$ cat src/sv/cukt_pkg.sv
// Shared types and codes for the compacting unique key table.
`default_nettype none

package cukt_pkg;

    localparam int KEY_W    = 32;
    localparam int POS_W    = 5;
    localparam int CNT_W    = 6;
    localparam int SLOT_MAX = 32;

    // Command kinds
    localparam logic [1:0] KIND_LOOKUP = 2'd0;
    localparam logic [1:0] KIND_ADD    = 2'd1;
    localparam logic [1:0] KIND_REMOVE = 2'd2;
    localparam logic [1:0] KIND_LIST   = 2'd3;

    // Result status codes
    localparam logic [2:0] STAT_ADDED    = 3'd0;
    localparam logic [2:0] STAT_DUP      = 3'd1;
    localparam logic [2:0] STAT_FULL     = 3'd2;
    localparam logic [2:0] STAT_REMOVED  = 3'd3;
    localparam logic [2:0] STAT_NOTFOUND = 3'd4;
    localparam logic [2:0] STAT_FOUND    = 3'd5;
    localparam logic [2:0] STAT_ENTRY    = 3'd6;
    localparam logic [2:0] STAT_EMPTY    = 3'd7;

    // Per-cell control from the table controller
    typedef struct packed {
        logic in_use;   // cell holds a live key
        logic tail;     // cell holds the last live key
        logic load;     // write command key (append)
        logic shift;    // remove pass: take neighbor key at/after the hit
        logic rot;      // list pass: rotate toward the head
    } t_cell_ctl;

endpackage

`default_nettype wire

$ cat src/sv/cukt_cell.sv
// One slot of the key chain: key register, compare, and neighbor hand-off.
`default_nettype none

module cukt_cell (
    input  wire logic                       i_clk,
    input  wire cukt_pkg::t_cell_ctl        i_ctl,
    input  wire logic [cukt_pkg::KEY_W-1:0] i_cmd_key,
    input  wire logic [cukt_pkg::KEY_W-1:0] i_nbr_key,
    input  wire logic [cukt_pkg::KEY_W-1:0] i_head_key,
    input  wire logic                       i_hit,
    output logic                            o_hit,
    output logic                            o_match,
    output logic [cukt_pkg::KEY_W-1:0]      o_key
);
    import cukt_pkg::*;

    logic [KEY_W-1:0] r_key;
    logic [KEY_W-1:0] n_key;

    assign o_match = i_ctl.in_use && (r_key == i_cmd_key);
    // hit seen here or in any cell toward the head
    assign o_hit   = i_hit | o_match;
    assign o_key   = r_key;

    always_comb begin
        n_key = r_key;
        if (i_ctl.load) begin
            n_key = i_cmd_key;
        end else if (i_ctl.shift && o_hit) begin
            n_key = i_nbr_key;
        end else if (i_ctl.rot) begin
            n_key = i_ctl.tail ? i_head_key : i_nbr_key;
        end
    end

    always_ff @(posedge i_clk) begin
        r_key <= n_key;
    end

endmodule

`default_nettype wire

$ cat src/sv/compacting_unique_key_table.sv
// Top level of the compacting unique key table: cell chain plus controller.
`default_nettype none

// A packed list of distinct 32-bit keys held in insertion order in a row of
// cells, one key per cell, with cell 0 at the head. Every cell compares its
// key against the command key in the same cycle, so lookup, add and remove
// each give one result beat. Remove shifts every cell at or after the hit
// one step toward the head in that same cycle. List walks the table by
// rotating the live cells toward the head once per output beat and reading
// cell 0; after entry_count beats the rotation is back where it started. A
// list command therefore gives one beat per live key (a single empty beat
// when the table is empty), and the input side is held off until its last
// beat has been loaded into the output register. The result register
// decouples the two sides, so a new command is taken while the previous
// result still waits, as long as it is being taken in that cycle or the
// register is empty. Usable capacity is CAPACITY clipped to 1..32. Add on a
// full table returns full; a key already present returns duplicate even
// when full.

module compacting_unique_key_table #(
    parameter int CAPACITY = 32
) (
    input  wire logic        i_clk,
    input  wire logic        i_rst_n,
    input  wire logic        s_axis_tvalid,
    output logic             s_axis_tready,
    input  wire logic [31:0] s_axis_tdata,   // [31:0] key
    input  wire logic [1:0]  s_axis_tuser,   // [1:0] kind
    output logic             m_axis_tvalid,
    input  wire logic        m_axis_tready,
    output logic [47:0]      m_axis_tdata,   // [31:0] key_out, [36:32] position,
                                             // [42:37] entry_count, [47:43] zero
    output logic [2:0]       m_axis_tuser,   // [2:0] status
    output logic             m_axis_tlast    // last beat of this command
);
    import cukt_pkg::*;

    localparam int DEPTH = (CAPACITY < 1) ? 1 :
                           ((CAPACITY > SLOT_MAX) ? SLOT_MAX : CAPACITY);

    typedef enum logic [1:0] {
        S_IDLE = 2'b01,
        S_LIST = 2'b10
    } t_state;

    // control state
    t_state           r_state, n_state;
    logic [CNT_W-1:0] r_count, n_count;
    logic [POS_W-1:0] r_idx,   n_idx;
    logic             r_m_valid, n_m_valid;

    // result register (payload)
    logic [2:0]       r_status, n_status;
    logic [KEY_W-1:0] r_key,    n_key;
    logic [POS_W-1:0] r_pos,    n_pos;
    logic [CNT_W-1:0] r_cnt,    n_cnt;
    logic             r_last,   n_last;

    // chain wiring
    t_cell_ctl        w_ctl  [DEPTH];
    logic [KEY_W-1:0] w_ckey [DEPTH];
    logic [DEPTH-1:0] w_match;
    logic [DEPTH:0]   w_hit;

    logic             in_beat;
    logic             out_free;
    logic             list_step;
    logic             hit_any;
    logic             full;
    logic             add_ok;
    logic [POS_W-1:0] hit_pos;
    logic [1:0]       cmd_kind;
    logic [KEY_W-1:0] cmd_key;

    assign cmd_kind  = s_axis_tuser;
    assign cmd_key   = s_axis_tdata;
    assign out_free  = !r_m_valid || m_axis_tready;
    assign s_axis_tready = (r_state == S_IDLE) && out_free;
    assign in_beat   = s_axis_tvalid && s_axis_tready;
    assign list_step = (r_state == S_LIST) && out_free;

    assign w_hit[0]  = 1'b0;
    assign hit_any   = w_hit[DEPTH];
    assign full      = (r_count == CNT_W'(DEPTH));
    assign add_ok    = in_beat && (cmd_kind == KIND_ADD) && !hit_any && !full;

    // keys are distinct, so at most one match: OR the indices together
    always_comb begin
        hit_pos = '0;
        for (int i = 0; i < DEPTH; i++) begin
            if (w_match[i]) begin
                hit_pos = hit_pos | POS_W'(i);
            end
        end
    end

    for (genvar g = 0; g < DEPTH; g++) begin : g_cell
        logic [KEY_W-1:0] nbr;

        // last cell has no right neighbor; its value there is never live
        if (g == DEPTH - 1) begin : g_end
            assign nbr = w_ckey[0];
        end else begin : g_mid
            assign nbr = w_ckey[g + 1];
        end

        always_comb begin
            w_ctl[g].in_use = (CNT_W'(g) < r_count);
            w_ctl[g].tail   = (CNT_W'(g + 1) == r_count);
            w_ctl[g].load   = add_ok && (CNT_W'(g) == r_count);
            w_ctl[g].shift  = in_beat && (cmd_kind == KIND_REMOVE);
            w_ctl[g].rot    = list_step && w_ctl[g].in_use;
        end

        cukt_cell u_cell (
            .i_clk      (i_clk),
            .i_ctl      (w_ctl[g]),
            .i_cmd_key  (cmd_key),
            .i_nbr_key  (nbr),
            .i_head_key (w_ckey[0]),
            .i_hit      (w_hit[g]),
            .o_hit      (w_hit[g + 1]),
            .o_match    (w_match[g]),
            .o_key      (w_ckey[g])
        );
    end

    always_comb begin
        n_state   = r_state;
        n_count   = r_count;
        n_idx     = r_idx;
        n_m_valid = r_m_valid && !m_axis_tready;
        n_status  = r_status;
        n_key     = r_key;
        n_pos     = r_pos;
        n_cnt     = r_cnt;
        n_last    = r_last;

        if (in_beat) begin
            n_key  = cmd_key;
            n_pos  = '0;
            n_last = 1'b1;
            case (cmd_kind)
                KIND_LOOKUP: begin
                    n_m_valid = 1'b1;
                    n_status  = hit_any ? STAT_FOUND : STAT_NOTFOUND;
                    n_pos     = hit_any ? hit_pos : '0;
                    n_cnt     = r_count;
                end
                KIND_ADD: begin
                    n_m_valid = 1'b1;
                    if (hit_any) begin
                        n_status = STAT_DUP;
                        n_pos    = hit_pos;
                        n_cnt    = r_count;
                    end else if (full) begin
                        n_status = STAT_FULL;
                        n_cnt    = r_count;
                    end else begin
                        n_status = STAT_ADDED;
                        n_pos    = r_count[POS_W-1:0];
                        n_count  = r_count + CNT_W'(1);
                        n_cnt    = n_count;
                    end
                end
                KIND_REMOVE: begin
                    n_m_valid = 1'b1;
                    if (hit_any) begin
                        n_status = STAT_REMOVED;
                        n_pos    = hit_pos;
                        n_count  = r_count - CNT_W'(1);
                        n_cnt    = n_count;
                    end else begin
                        n_status = STAT_NOTFOUND;
                        n_cnt    = r_count;
                    end
                end
                KIND_LIST: begin
                    if (r_count == '0) begin
                        n_m_valid = 1'b1;
                        n_status  = STAT_EMPTY;
                        n_key     = '0;
                        n_cnt     = r_count;
                    end else begin
                        n_state = S_LIST;
                        n_idx   = '0;
                    end
                end
                default: begin
                    n_m_valid = r_m_valid && !m_axis_tready;
                end
            endcase
        end else if (list_step) begin
            // head cell holds entry r_idx; the chain rotates this cycle
            n_m_valid = 1'b1;
            n_status  = STAT_ENTRY;
            n_key     = w_ckey[0];
            n_pos     = r_idx;
            n_cnt     = r_count;
            n_last    = (CNT_W'(r_idx) + CNT_W'(1) == r_count);
            n_idx     = r_idx + POS_W'(1);
            if (n_last) begin
                n_state = S_IDLE;
            end
        end
    end

    always_ff @(posedge i_clk) begin
        if (!i_rst_n) begin
            r_state   <= S_IDLE;
            r_count   <= '0;
            r_idx     <= '0;
            r_m_valid <= 1'b0;
        end else begin
            r_state   <= n_state;
            r_count   <= n_count;
            r_idx     <= n_idx;
            r_m_valid <= n_m_valid;
        end
    end

    always_ff @(posedge i_clk) begin
        r_status <= n_status;
        r_key    <= n_key;
        r_pos    <= n_pos;
        r_cnt    <= n_cnt;
        r_last   <= n_last;
    end

    assign m_axis_tvalid = r_m_valid;
    assign m_axis_tuser  = r_status;
    assign m_axis_tlast  = r_last;
    assign m_axis_tdata  = {5'd0, r_cnt, r_pos, r_key};

    // occupancy never exceeds the cell count
    a_count_bound: assert property (@(posedge i_clk) disable iff (!i_rst_n)
        r_count <= CNT_W'(DEPTH))
        else $error("entry count above capacity");

    // occupancy only moves on an accepted command
    a_count_stable: assert property (@(posedge i_clk) disable iff (!i_rst_n)
        !in_beat |=> $stable(r_count))
        else $error("entry count changed without a command");

    // the list walk ends exactly on the beat marked last
    a_list_end: assert property (@(posedge i_clk) disable iff (!i_rst_n)
        (list_step && n_last) |=> (r_state == S_IDLE) && r_m_valid && r_last)
        else $error("list walk did not close on its last beat");

    // no command taken while a list walk is running
    a_list_block: assert property (@(posedge i_clk) disable iff (!i_rst_n)
        (r_state == S_LIST) |-> !in_beat)
        else $error("command accepted during list walk");

endmodule

`default_nettype wire

$ cat config.mk
export PLATFORM = sky130hd
export DESIGN_NAME = compacting_unique_key_table
export DESIGN_NICKNAME = d
export VERILOG_FILES = /design/src/sv/cukt_pkg.sv /design/src/sv/cukt_cell.sv /design/src/sv/compacting_unique_key_table.sv
export SDC_FILE = /design/constraint.sdc
export NUM_CORES = 2
export LEC_CHECK = 0
export BUFFER_PORTS_ARGS = -buffer_cell sky130_fd_sc_hd__clkbuf_2
export CELL_PAD_IN_SITES_DETAIL_PLACEMENT = 0
export CELL_PAD_IN_SITES_GLOBAL_PLACEMENT = 1
export CORE_MARGIN = 2
export CORE_UTILIZATION = 30
export CTS_BUF_LIST = sky130_fd_sc_hd__clkbuf_16
export DETAILED_ROUTE_END_ITERATION = 8
export PLACE_DENSITY = 0.53
export REMOVE_ABC_BUFFERS = 1
export SYNTH_ARGS = -nofsm -noshare
export SYNTH_HDL_FRONTEND = slang
export SYNTH_HIERARCHICAL = 1
export SYNTH_SLANG_ARGS = --single-unit
$ cat constraint.sdc
create_clock -name i_clk -period 13.4 [get_ports i_clk]
set_clock_uncertainty 0.15 [all_clocks]
set_input_delay 0.67 -clock i_clk [delete_from_list [all_inputs] [get_ports i_clk]]
set_output_delay 0.67 -clock i_clk [all_outputs]
set_load 0.01 [all_outputs]
==> impl_metrics.tcl <==
set metrics [dict create \
    status "finished clean" \
    powerDensity_nw_per_um2 103 \
    track_usage_pct 26.9 \
    grt_overflow 0 \
    cp-end-kind "register" \
    arrival_ns 12.74 \
    path_class "reg2reg" \
    avgRoutedWirePerCell_um 31.0 \
    grt_max_degree 98 \
    tightest_slew_ns 1.42 \
    numCtsBuffers 144 \
    cts-resized-gates 0 \
    syn_inst 8103 \
    syn-cell-area_um2 74800 \
    clkSinkCount 1085 \
    insertion_delay_ns 0.84 \
    antenna_left 0 \
    cts_tree "built" \
    critPathMaxStageDelay_ns 0.62 \
    synth_warnings 6 \
    htree_levels 4 \
    cts_hold_buffers 0 \
    dpl.hpwl_um 233000 \
    avgSynthCellArea_um2 9.24 \
    grt_pass1_vias 63859 \
    drc 0 \
    hold_slack_ns 0.166 \
    utilization_pct 33.6 \
    fin_tns_setup_ns 0 \
    hold_viol_final 0 \
    area_growth_syn_to_layout_pct 11.5 \
    worst_slack_ns 1.01 \
    dr.pass1.iters 6 \
    drive_above_1_share_pct 9.16 \
    final_nets 7996 \
    slew_violations 0 \
    start_kind "register" \
    io_buffer_count 86 \
    cp.required_ns 13.75 \
    ios 92 \
    crit_path_top_delay_cell "or4_4" \
    root_buffer "clkbuf_16" \
    leakage_nw 26.3 \
    clkTransAtPathRegs_ns 0.06 \
    crit_top_cell "inv_1" \
    slew_headroom_pct 5.56 \
    grt_pass1_wl_um 496000 \
    die_w_um 503 \
    ir_drop_v 0.000113 \
    routabilityCongestion 0.897 \
    vias_per_cell 5.96 \
    path_max_fanout 65 \
    antenna_found_initial 20 \
    drt-total-wl_um 353000 \
    core_area_um2 248000 \
    setup_violations 0 \
    num_vias 67884 \
    finalCriticalPeriod_ns 12.39 \
    die_h_um 503 \
    rows 183 \
    clock.fmax_mhz 80.7 \
    grt_setup_unrepaired "no" \
    clock_path_buffers 3 \
    post_cts_buffers 0 \
    start_util_pct 30.1 \
    hold_class "in2reg" \
    period_share_pct 92.5 \
    dp_slack_ns 1.18 \
    drtIter0Drc 7798 \
    die-area_um2 254000 \
    cap_violations 0 \
]
[layout by cell type, fill, tap and decap left out, drive strengths merged, types with 196 or more instances in the layout]
cell	instances
a21oi	1045
a31oi	1031
buf	354
clkbuf	201
edfxtp	1070
nor2b	1029
nor4	203
o21ai	1047
xnor2	196
xor2	804
[worst paths after layout]
check                           cells after the start                          end              from  slack, ns
worst min register to register                      2                   r_state[0]        r_state[0]       0.36
worst min-delay path                                2                    r_key[17]  s_axis_tdata[17]       0.17
worst max register to register                     75  g_cell[25].u_cell/o_key[29]        r_count[1]       1.01
worst max-delay path                               75  g_cell[25].u_cell/o_key[29]        r_count[1]       1.01
[worst max-delay path: cells and delay by family (launching register included)]
kind,cells,cell delay (ns)
AO/OA/AOI/OAI,33,5.78
adder cells (fa/ha/maj),1,0.26
buffers and inverters,36,4.20
flip-flops,1,0.32
AND/OR/NAND/NOR,5,1.27
[registers in the layout, summed over array words and instances, names as in the netlist, 2 cells and up]
register,cells
r_state,2
r_key,32
r_pos,5
r_count,6
r_cnt,6
m_axis_tuser,3
r_idx,5
g_cell.u_cell/o_key,1024
[power breakdown]
group / internal (mW) / switching (mW)
sequential: 3.81 / 0.0569
combinational: 0.243 / 0.717
clock: 2.11 / 1.67
total: 6.16 / 2.45
[per-stage QoR]
stage	std cells	power [mW]	cell area (um2)
after floorplan	7391	4.29	71400
after global placement	11129	4.86	79000
after detailed placement	11129	4.87	79000
after CTS	11388	8.66	83400
after global routing	11390	8.84	83400
final	11394	8.61	83500
[area by class of cell]
| type | instances | area [um2] |
|---|---|---|
| Antenna cell | 6 | 15.0 |
| Clock buffer | 147 | 3680 |
| Clock inverter | 112 | 803 |
| Fill cell | 25358 | 165000 |
| Inverter | 51 | 191 |
| Multi-Input combinational cell | 6255 | 39200 |
| Sequential cell | 1085 | 32400 |
| Tap cell | 3330 | 4170 |
| Timing Repair Buffer | 408 | 2950 |
[layer usage]
| layer | vias to the layer above | part of all wire [%] | track usage (%) |
|---|---|---|---|
| met5 | - | 0.0076 | 0 |
| met4 | 4 | 3.9 | 9.59 |
| met3 | 563 | 7.9 | 4.46 |
| met2 | 3284 | 43 | 40.4 |
| met1 | 34147 | 45 | 38.6 |
| li1 | 29886 | - | - |
Note: power is estimated with default switching activity, not from simulation.
